[config.mk]
export PLATFORM = sky130hd
export DESIGN_NAME = line_spike_remover_flat
export DESIGN_NICKNAME = d
export VERILOG_FILES = /design/src/design/lsr_pkg.sv /design/src/design/lsr_in_if.sv /design/src/design/lsr_out_if.sv /design/src/design/line_spike_remover.sv /design/src/design/lsr_cell.sv /design/src/design/lsr_dev5.sv /design/src/design/lsr_div.sv /design/src/flat_wrapper.sv
export SDC_FILE = /design/constraint.sdc
export NUM_CORES = 2
export LEC_CHECK = 0
export BUFFER_PORTS_ARGS = -buffer_cell sky130_fd_sc_hd__clkbuf_2
export CAP_MARGIN = 10
export CORE_UTILIZATION = 38
export DETAILED_ROUTE_END_ITERATION = 6
export GPL_TIMING_DRIVEN = 0
export PLACE_DENSITY = 0.54
export SETUP_SLACK_MARGIN = 0.05
export SLEW_MARGIN = 30
export SYNTH_ARGS = -nofsm -noshare
export SYNTH_HDL_FRONTEND = slang
export SYNTH_SLANG_ARGS = --single-unit
[constraint.sdc]
create_clock -name clk -period 16.45 [get_ports clk]
set_clock_uncertainty 0.1 [all_clocks]
set_input_delay 2.4675 -clock clk [delete_from_list [all_inputs] [get_ports clk]]
set_output_delay 2.4675 -clock clk [all_outputs]
set_load 0.05 [all_outputs]
[src/design/lsr_pkg.sv]
// Package for the line spike remover: shared types and constants.
// Used by line_spike_remover and lsr_div; depends on nothing.
package lsr_pkg;

  localparam int WIN         = 5;
  localparam int LAG         = 3;
  localparam int DEPTH       = 7;
  localparam int SCALE_W     = 16;
  localparam int TOL_W       = 24;
  localparam int CFG_W       = 24;
  localparam logic [SCALE_W-1:0] SCALE_RESET = 16'd256;

  typedef enum logic [0:0] {
    REG_SCALE = 1'b0,
    REG_TOL   = 1'b1
  } reg_idx_t;

  typedef enum logic [6:0] {
    S_IDLE = 7'b0000001,
    S_PRE  = 7'b0000010,
    S_DEV  = 7'b0000100,
    S_MUL  = 7'b0001000,
    S_CMP  = 7'b0010000,
    S_DIV  = 7'b0100000,
    S_OUT  = 7'b1000000
  } state_t;

  typedef logic [2:0] cnt_t;

  typedef struct packed {
    logic busy;
    logic done;
  } div_status_t;

endpackage

[src/design/lsr_in_if.sv]
// Input channel of the line spike remover: valid, ready, one pixel and a line end flag.
// Depends on nothing.
interface lsr_in_if #(parameter int PIXEL_BITS = 16);
  logic                         valid;
  logic                         ready;
  logic signed [PIXEL_BITS-1:0] pixel_in;
  logic                         line_end_in;
  modport source (output valid, pixel_in, line_end_in, input ready);
  modport sink   (input valid, pixel_in, line_end_in, output ready);
endinterface

[src/design/lsr_out_if.sv]
// Output channel of the line spike remover: valid, ready, one result pixel, a replaced flag and a line end flag.
// Depends on nothing.
interface lsr_out_if #(parameter int PIXEL_BITS = 16);
  logic                         valid;
  logic                         ready;
  logic signed [PIXEL_BITS-1:0] pixel_out;
  logic                         replaced;
  logic                         line_end_out;
  modport source (output valid, pixel_out, replaced, line_end_out, input ready);
  modport sink   (input valid, pixel_out, replaced, line_end_out, output ready);
endinterface

[src/design/line_spike_remover.sv]
// Line spike remover: one pixel transaction in, results three pixels behind.
// A decision result follows its accepted pixel through S_DEV, S_MUL and S_CMP,
// and through the serial divider in S_DIV when the pixel is replaced.
// The next pixel is taken in the cycle after the result is accepted, not before;
// a line end flushes up to 4 results, after edge shifts in S_PRE when the line is short.
// Synchronous reset sets scale to 1.0, tolerance to 0 and starts a new line.
module line_spike_remover import lsr_pkg::*; #(
  parameter int PIXEL_BITS = 16
) (
  input  logic             clk,
  input  logic             rst,
  input  logic             cfg_write,
  input  logic [0:0]       cfg_index,
  input  logic [CFG_W-1:0] cfg_data,
  lsr_in_if.sink           pixels,
  lsr_out_if.source        results
);

  localparam int P  = PIXEL_BITS;
  localparam int SW = P + 2;
  localparam int NW = P + 4;
  localparam int CW = P + 20;
  localparam int RW = P + 24;

  logic [SCALE_W-1:0] scale;
  logic [TOL_W-1:0]   tol;
  state_t             state;
  cnt_t               pos, lcnt, rcnt, pre;
  logic               flush;

  logic               acc, out_acc, load_all, shift;
  logic signed [P-1:0] fill;
  logic signed [P-1:0] win [DEPTH];
  logic signed [P-1:0] wl [5], wc [5], wr [5];
  logic [P-1:0]       dev_l, dev_c, dev_r;

  logic [P-1:0]       dev1_r;
  logic [P+1:0]       dsum_r;
  logic signed [SW-1:0] s_r;
  logic [2:0]         n_r;
  logic [P:0]         d_r;
  logic [1:0]         dc_r;
  logic signed [NW-1:0] num_r;
  logic [P+17:0]      prod_a;
  logic [P+16:0]      prod_b;

  logic signed [SW-1:0] s_c;
  logic [2:0]         n_c;
  logic [P:0]         d_c;
  logic [1:0]         dc_c;
  logic [1:0]         dc_eff;
  logic [CW-1:0]      lhs1, rhs1;
  logic [RW-1:0]      lhs2, rhs2;
  logic               rep_c;

  logic signed [SW:0] s_ext, s_neg_v;
  logic [SW-1:0]      s_mag, quot, quot_neg;
  logic               s_neg;
  logic               div_start;
  div_status_t        div_st;

  logic signed [P-1:0] opix;
  logic               orep, oend;

  function automatic logic [P-1:0] absdiff(input logic signed [P-1:0] a,
                                           input logic signed [P-1:0] b);
    logic signed [P:0] df;
    logic signed [P:0] ng;
    df = (P+1)'(a) - (P+1)'(b);
    ng = -df;
    return df[P] ? ng[P-1:0] : df[P-1:0];
  endfunction

  assign pixels.ready  = (state == S_IDLE);
  assign acc           = pixels.valid && pixels.ready;
  assign results.valid = (state == S_OUT);
  assign out_acc       = results.valid && results.ready;
  assign results.pixel_out    = opix;
  assign results.replaced     = orep;
  assign results.line_end_out = oend;

  // Without a new pixel the newest one is copied, which replicates the right edge.
  assign fill     = acc ? pixels.pixel_in : win[DEPTH-1];
  assign load_all = acc && (pos == 3'd0);
  assign shift    = acc || (state == S_PRE) || (out_acc && flush && rcnt != 3'd0);

  // Cell 6 holds the newest pixel, cell 3 the pixel under decision.
  for (genvar k = 0; k < DEPTH; k++) begin : g_cell
    lsr_cell #(.PIXEL_BITS(P)) u_cell (
      .clk      (clk),
      .load_all (load_all),
      .shift    (shift),
      .fill     (fill),
      .neighbor ((k == DEPTH-1) ? fill : win[(k + 1) % DEPTH]),
      .q        (win[k])
    );
  end

  always_comb begin
    for (int i = 0; i < 5; i++) begin
      wl[i] = win[i];
      wc[i] = win[i+1];
      wr[i] = win[i+2];
    end
  end

  lsr_dev5 #(.PIXEL_BITS(P)) u_dev_l (.win(wl), .dev(dev_l));
  lsr_dev5 #(.PIXEL_BITS(P)) u_dev_c (.win(wc), .dev(dev_c));
  lsr_dev5 #(.PIXEL_BITS(P)) u_dev_r (.win(wr), .dev(dev_r));

  // Neighbor sum, count and outer differences for the pixel in cell 3.
  always_comb begin
    s_c  = '0;
    n_c  = '0;
    d_c  = '0;
    dc_c = '0;
    if (lcnt >= 3'd2) begin
      s_c  = s_c + SW'(win[1]);
      n_c  = n_c + 3'd1;
      d_c  = d_c + (P+1)'(absdiff(win[2], win[1]));
      dc_c = dc_c + 2'd1;
    end
    if (lcnt >= 3'd1) begin
      s_c = s_c + SW'(win[2]);
      n_c = n_c + 3'd1;
    end
    if (rcnt >= 3'd1) begin
      s_c = s_c + SW'(win[4]);
      n_c = n_c + 3'd1;
    end
    if (rcnt >= 3'd2) begin
      s_c  = s_c + SW'(win[5]);
      n_c  = n_c + 3'd1;
      d_c  = d_c + (P+1)'(absdiff(win[4], win[5]));
      dc_c = dc_c + 2'd1;
    end
  end

  assign dc_eff = (dc_r == 2'd0) ? 2'd1 : dc_r;
  assign lhs1   = CW'(dev1_r) * CW'(11'd1280);
  assign rhs1   = CW'(prod_a) + CW'(tol) * CW'(3'd5);
  assign lhs2   = RW'(num_r[NW-2:0]) * RW'({dc_eff, 8'd0});
  assign rhs2   = RW'(n_r) * (RW'(prod_b) + RW'(tol) * RW'(dc_eff));
  assign rep_c  = (lhs1 > rhs1) && (n_r != 3'd0) && !num_r[NW-1] &&
                  (num_r != '0) && (lhs2 > rhs2);

  assign s_ext    = (SW+1)'(s_r);
  assign s_neg_v  = -s_ext;
  assign s_mag    = s_r[SW-1] ? s_neg_v[SW-1:0] : s_ext[SW-1:0];
  assign quot_neg = -quot;
  assign div_start = (state == S_CMP) && rep_c;

  lsr_div #(.MAG_BITS(SW)) u_div (
    .clk     (clk),
    .rst     (rst),
    .start   (div_start),
    .mag     (s_mag),
    .divisor (n_r),
    .quot    (quot),
    .status  (div_st)
  );

  always_ff @(posedge clk) begin
    if (rst) begin
      scale <= SCALE_RESET;
      tol   <= '0;
    end else if (cfg_write) begin
      case (reg_idx_t'(cfg_index))
        REG_SCALE: scale <= cfg_data[SCALE_W-1:0];
        REG_TOL:   tol   <= cfg_data[TOL_W-1:0];
        default:   ;
      endcase
    end
  end

  always_ff @(posedge clk) begin
    if (rst) begin
      state <= S_IDLE;
      pos   <= '0;
      lcnt  <= '0;
      rcnt  <= '0;
      pre   <= '0;
      flush <= 1'b0;
    end else begin
      case (state)
        S_IDLE: begin
          if (acc) begin
            if (pixels.line_end_in) begin
              pos   <= '0;
              flush <= 1'b1;
              if (pos >= 3'd3) begin
                lcnt  <= pos - 3'd3;
                rcnt  <= 3'd3;
                state <= S_DEV;
              end else begin
                lcnt  <= '0;
                rcnt  <= pos;
                pre   <= 3'd3 - pos;
                state <= S_PRE;
              end
            end else begin
              pos <= (pos == 3'd7) ? pos : pos + 3'd1;
              if (pos >= 3'd3) begin
                lcnt  <= pos - 3'd3;
                rcnt  <= 3'd3;
                state <= S_DEV;
              end
            end
          end
        end
        S_PRE: begin
          pre <= pre - 3'd1;
          if (pre == 3'd1) begin
            state <= S_DEV;
          end
        end
        S_DEV: state <= S_MUL;
        S_MUL: state <= S_CMP;
        S_CMP: state <= rep_c ? S_DIV : S_OUT;
        S_DIV: begin
          if (div_st.done) begin
            state <= S_OUT;
          end
        end
        S_OUT: begin
          if (out_acc) begin
            if (flush && rcnt != 3'd0) begin
              lcnt  <= (lcnt == 3'd7) ? lcnt : lcnt + 3'd1;
              rcnt  <= rcnt - 3'd1;
              state <= S_DEV;
            end else begin
              flush <= 1'b0;
              state <= S_IDLE;
            end
          end
        end
        default: state <= S_IDLE;
      endcase
    end
  end

  // Datapath registers of the decision steps.
  always_ff @(posedge clk) begin
    if (state == S_DEV) begin
      dev1_r <= dev_c;
      dsum_r <= (P+2)'((lcnt >= 3'd1) ? dev_l : '0) + (P+2)'(dev_c) +
                (P+2)'((rcnt >= 3'd1) ? dev_r : '0);
      s_r    <= s_c;
      n_r    <= n_c;
      d_r    <= d_c;
      dc_r   <= dc_c;
      num_r  <= NW'(win[3]) * NW'($signed({1'b0, n_c})) - NW'(s_c);
    end
    if (state == S_MUL) begin
      prod_a <= scale * dsum_r;
      prod_b <= scale * d_r;
    end
    if (state == S_CMP) begin
      s_neg <= s_r[SW-1];
      if (!rep_c) begin
        opix <= win[3];
        orep <= 1'b0;
        oend <= flush && (rcnt == 3'd0);
      end
    end
    if (state == S_DIV && div_st.done) begin
      opix <= s_neg ? quot_neg[P-1:0] : quot[P-1:0];
      orep <= 1'b1;
      oend <= flush && (rcnt == 3'd0);
    end
  end

  a_no_overlap: assert property (@(posedge clk) disable iff (rst)
    !(pixels.ready && results.valid))
    else $error("input accepted while a result is pending");

  a_flush_next: assert property (@(posedge clk) disable iff (rst)
    (out_acc && flush && rcnt != 3'd0) |=> (state == S_DEV))
    else $error("flush did not continue with the next pixel");

  a_right_count: assert property (@(posedge clk) disable iff (rst)
    rcnt <= 3'd3)
    else $error("right neighbor count out of range");

  a_div_in_div: assert property (@(posedge clk) disable iff (rst)
    div_st.busy |-> (state == S_DIV))
    else $error("divider busy outside the divide step");

endmodule

[src/design/lsr_cell.sv]
// One pixel cell of the window chain: loads its neighbor on a shift,
// or the fill pixel at a line start. Depends on nothing.
module lsr_cell #(
  parameter int PIXEL_BITS = 16
) (
  input  logic                         clk,
  input  logic                         load_all,
  input  logic                         shift,
  input  logic signed [PIXEL_BITS-1:0] fill,
  input  logic signed [PIXEL_BITS-1:0] neighbor,
  output logic signed [PIXEL_BITS-1:0] q
);

  // Loading every cell with the first pixel of a line replicates the left edge.
  always_ff @(posedge clk) begin
    if (load_all) begin
      q <= fill;
    end else if (shift) begin
      q <= neighbor;
    end
  end

endmodule

[src/design/lsr_dev5.sv]
// Absolute deviation of the center of a 5-pixel window from its median.
// Depends on nothing.
module lsr_dev5 #(
  parameter int PIXEL_BITS = 16
) (
  input  logic signed [PIXEL_BITS-1:0] win [5],
  output logic        [PIXEL_BITS-1:0] dev
);

  logic signed [PIXEL_BITS-1:0] med;
  logic signed [PIXEL_BITS:0]   diff;
  logic signed [PIXEL_BITS:0]   neg;

  // The median is the element of rank two, ties broken by position.
  always_comb begin
    int rank;
    med = win[0];
    for (int i = 0; i < 5; i++) begin
      rank = 0;
      for (int j = 0; j < 5; j++) begin
        if (j != i && (win[j] < win[i] || (win[j] == win[i] && j < i))) begin
          rank = rank + 1;
        end
      end
      if (rank == 2) begin
        med = win[i];
      end
    end
  end

  assign diff = (PIXEL_BITS+1)'(win[2]) - (PIXEL_BITS+1)'(med);
  assign neg  = -diff;
  assign dev  = diff[PIXEL_BITS] ? neg[PIXEL_BITS-1:0] : diff[PIXEL_BITS-1:0];

endmodule

[src/design/lsr_div.sv]
// Bit-serial restoring divider of a magnitude by a small count of 1 to 4.
// Depends on lsr_pkg for the status struct.
module lsr_div import lsr_pkg::*; #(
  parameter int MAG_BITS = 18
) (
  input  logic                clk,
  input  logic                rst,
  input  logic                start,
  input  logic [MAG_BITS-1:0] mag,
  input  logic [2:0]          divisor,
  output logic [MAG_BITS-1:0] quot,
  output div_status_t         status
);

  localparam int CW = $clog2(MAG_BITS + 1);

  logic [MAG_BITS-1:0] work;
  logic [2:0]          rem;
  logic [3:0]          trial;
  logic [CW-1:0]       cnt;

  assign trial = {rem, work[MAG_BITS-1]};
  assign quot  = work;

  always_ff @(posedge clk) begin
    if (rst) begin
      status <= '0;
      cnt    <= '0;
    end else begin
      status.done <= 1'b0;
      if (start) begin
        status.busy <= 1'b1;
        work        <= mag;
        rem         <= '0;
        cnt         <= CW'(MAG_BITS);
      end else if (status.busy) begin
        // The quotient bits shift in where the dividend bits leave.
        if (trial >= {1'b0, divisor}) begin
          rem  <= 3'(trial - {1'b0, divisor});
          work <= {work[MAG_BITS-2:0], 1'b1};
        end else begin
          rem  <= trial[2:0];
          work <= {work[MAG_BITS-2:0], 1'b0};
        end
        cnt <= cnt - 1'b1;
        if (cnt == CW'(1)) begin
          status.busy <= 1'b0;
          status.done <= 1'b1;
        end
      end
    end
  end

endmodule
[src/flat_wrapper.sv]
// flat-port wrapper written by rule: the top's interface ports become plain ports
module line_spike_remover_flat import lsr_pkg::*;
#(
  parameter int PIXEL_BITS = 16
)
  (clk, rst, cfg_write, cfg_index, cfg_data, pixels_valid, pixels_pixel_in, pixels_line_end_in, pixels_ready, results_valid, results_pixel_out, results_replaced, results_line_end_out, results_ready);
  lsr_in_if #(.PIXEL_BITS(PIXEL_BITS)) pixels_i ();
  lsr_out_if #(.PIXEL_BITS(PIXEL_BITS)) results_i ();
  input  logic clk;
  input  logic rst;
  input  logic cfg_write;
  input  logic [0:0] cfg_index;
  input  logic [CFG_W-1:0] cfg_data;
  input wire logic [$bits(pixels_i.valid)-1:0] pixels_valid;
  input wire logic [$bits(pixels_i.pixel_in)-1:0] pixels_pixel_in;
  input wire logic [$bits(pixels_i.line_end_in)-1:0] pixels_line_end_in;
  output wire logic [$bits(pixels_i.ready)-1:0] pixels_ready;
  output wire logic [$bits(results_i.valid)-1:0] results_valid;
  output wire logic [$bits(results_i.pixel_out)-1:0] results_pixel_out;
  output wire logic [$bits(results_i.replaced)-1:0] results_replaced;
  output wire logic [$bits(results_i.line_end_out)-1:0] results_line_end_out;
  input wire logic [$bits(results_i.ready)-1:0] results_ready;
  assign pixels_i.valid = pixels_valid;
  assign pixels_i.pixel_in = pixels_pixel_in;
  assign pixels_i.line_end_in = pixels_line_end_in;
  assign pixels_ready = pixels_i.ready;
  assign results_valid = results_i.valid;
  assign results_pixel_out = results_i.pixel_out;
  assign results_replaced = results_i.replaced;
  assign results_line_end_out = results_i.line_end_out;
  assign results_i.ready = results_ready;
  line_spike_remover #(.PIXEL_BITS(PIXEL_BITS)) u_core (.clk(clk), .rst(rst), .cfg_write(cfg_write), .cfg_index(cfg_index), .cfg_data(cfg_data), .pixels(pixels_i), .results(results_i));
endmodule
==> out/metrics.yaml <==
critical_path:
  crit_start: "u_core.g_cell[1].u_cell.q[1]$_DFFE_PP_"
  critical_path.top_delay_family: "compound AO/OA/AOI/OAI gates"
  worst_r2r_startpoint: "u_core.g_cell[1].u_cell.q[1]$_DFFE_PP_"
  cpPeakStageDelay_ns: 0.70
  path_buf_inv: 5
  cp_common_cell: "o21ai_0"
  cp_data_arrival_time_ns: 14.03
  cp_max_fo: 10
  required_ns: 16.76
  endpoint_kind: "register"
  crit_type: "register to register"
  cpMaxStageDelayCell: "o31ai_1"
  startpoint_type: "register"
logic_synthesis:
  ys.flop_type: "edfxtp_1"
  synth.most_common_cell: "inv_1"
  seq_area_frac_synth_pct: 16.4
  ys.warnings.count: 0
  synthArstFlopShare_pct: 0
  synth_top_cells_by_count: "1055 x inv_1, 930 x nand2_1, 929 x ha_1, 573 x fa_1, 409 x nor2_1"
  syn_inst: 7623
  ys_types: 92
  synthAdderAreaFrac_pct: 35.3
  netlist.area_leader.share_pct: 17.8
  synthMuxAreaShare_pct: 2.91
  synthSimpleGateAreaFrac_pct: 17.5
  synth_compound_gate_area_share_pct: 14.8
  synth_seq_cells: 380
  synth.largest_area_cell: "ha_1"
  synthXorXnorAreaFrac_pct: 5.48
  synth_top_family_by_area: "adder cells"
  syn_area_um2: 65400
  synth_area_leaders: "ha_1 18%, fa_1 18%, edfxtp_1 14%"
  syn_nets: 9172
  synth.avg_cell_area_um2: 8.58
  synth_edf_count: 312
global_routing:
  antenna_found_initial: 10
  overflow: 0
  grt_pass1_vias: 55628
  grt.total_usage_pct: 26.8
  grt_max_degree: 68
  grt_first_pass_wirelength_um: 352000
routing:
  ant_nets: 0
  dr.first_iter.drc_count: 4605
  routedWlPerCell_um: 23.3
  route.detailed.drc: 12
  routed_via_density: 5.57
  first_pass_iters: 7
  drt-total-wl_um: 235000
  vias: 56186
sta:
  timing.final.crit_share_pct: 83.4
  final-hold-violation-count: 0
  fmax_ghz: 0.0729
  tns_ns: 0
  setup_slack_ns: 2.74
  rsz0062_at_grt: "false"
  fin_crit_ns: 13.71
  relSlewSlack_pct: 22.4
  timing.hold.ws_ns: 0.400
  worst_pin_slew_ns: 1.16
  setup_viol: 0
  finalMaxSlewViolations: 0
place:
  gp_congestion: 1.01
  pre_cts_slack_ns: 3.15
  place_hpwl_um: 192000
  placed_cells_incl_taps: 9996
  port-buffer-count: 66
floorplanning:
  io_pins: 67
  initial_core_util_pct: 38.4
  die_area_um2: 174000
  die_y_um: 417
  row_count: 151
  core-area_um2: 170000
  die_w_um: 417
clock_network:
  clock_latency_ns: 0.67
  ctsResizeCount: 0
  numCtsBuffers: 51
  cts_setup_buffers: 0
  cts_num_sinks: 380
  hold_buffers: 0
  cts_max_level: 2
  cts_root_buf: "clkbuf_16"
  clk_pin_slew_ns: 0.06
  clk_path_buf_depth: 3
  cts_tree: "yes"
run:
  cap_violations: 0
layout:
  multi_input_area_um2: 49700
  n_fill_cell: 17253
  num-nets-final: 9306
  final_cells: 10095
  seqCellArea_um2: 10700
  drive_above_1_share_pct: 3.91
  area_growth_pct: 7.98
worst_hold_path:
  hold_path.startpoint: "u_core.pre[1]$_SDFFE_PP0P_"
  hold_path_class: "register to register"
run_status:
  failed_checks: "DRC"
  run_status: "finished, violations left"
-- worst reg2reg max path: cells and delay by family, from the launching register on --
kind / cells / cell delay, ns
xor+xnor: 2 / 0.51
mux: 5 / 1.23
compound gates: 22 / 5.78
flops: 1 / 0.67
buf+inv: 5 / 1.91
simple gates: 7 / 1.21
fa+ha+maj: 6 / 2.07
-- kinds of logic after synthesis --
group / count (synthesis)
compound gates: 1455
xor+xnor: 409
fa+ha+maj: 1502
buf+inv: 1317
flops: 380
mux: 181
simple gates: 2379
-- metrics by stage --
stage                     instance area [um2]  util (%)
after floorplan                         65400         -
after global placement                  68600      40.3
after detailed placement                68800      40.4
after CTS                               70500      41.4
after global routing                    70600      41.5
final                                   70600      41.5
-- sequential cells by signal, indices dropped and copies added, names as in the netlist, 17 cells and up --
name,flops
u_core.tol,24
u_core.g_cell.u_cell.q,112
u_core.u_div.quot,18
u_core.d_r,17
u_core.prod_b,33
u_core.num_r,20
u_core.s_r,18
u_core.dsum_r,18
u_core.prod_a,34
-- layer usage --
layer  global-route usage, %  vias up  share of wire (%)
li1                        -    26279                  -
met1                    36.1    27551                 44
met2                    43.3     1886                 45
met3                    3.86      464                6.7
met4                    10.4        6                4.5
met5                       0        -              0.014
-- cells in the final DEF (no fill, tap or decap), types with 84 or more instances in the layout --
| master | Yosys | routed |
|---|---|---|
| nand2b_1 | 85 | 85 |
| mux2i_1 | 126 | 126 |
| nand4_1 | 96 | 96 |
| clkbuf_1 | 235 | 228 |
| a21oi_1 | 401 | 400 |
| o21ai_0 | 239 | 238 |
| ha_1 | 929 | 929 |
| fa_1 | 573 | 573 |
| xnor2_1 | 274 | 274 |
| inv_1 | 1055 | 1053 |
| nand3_1 | 100 | 99 |
| and2_1 | 280 | 280 |
| xor2_1 | 135 | 135 |
| nand2_1 | 930 | 930 |
| nor2_1 | 409 | 409 |
| o21a_1 | 182 | 182 |
| a21o_1 | 148 | 148 |
| nor2b_1 | 84 | 84 |
| nor3_1 | 141 | 140 |
| edfxtp_1 | 312 | 312 |
-- final timing paths --
path / endpoint / cells after the start / slack, ns
worst min-delay path: u_core.pre[1]$_SDFFE_PP0P_ / 2 / 0.40
worst max-delay path: u_core.dsum_r[17]$_DFFE_PP_ / 47 / 2.74
worst max register to register: u_core.dsum_r[17]$_DFFE_PP_ / 47 / 2.74
worst min register to register: u_core.pre[1]$_SDFFE_PP0P_ / 2 / 0.40
-- layout make-up --
cell class,count,share of cell area (%)
inverter,1057,5.63
antenna,4,0.0142
clock buffer,54,1.82
buffer,260,1.43
clock inverter,38,0.585
sequential,380,15.2
tap,2295,4.07
timing repair buffer,81,0.806
multi-input combinational,5926,70.4
Power is left out: the tool's default activity adds up to more than one toggle a clock period on the data nets, which glitch-free logic cannot reach.
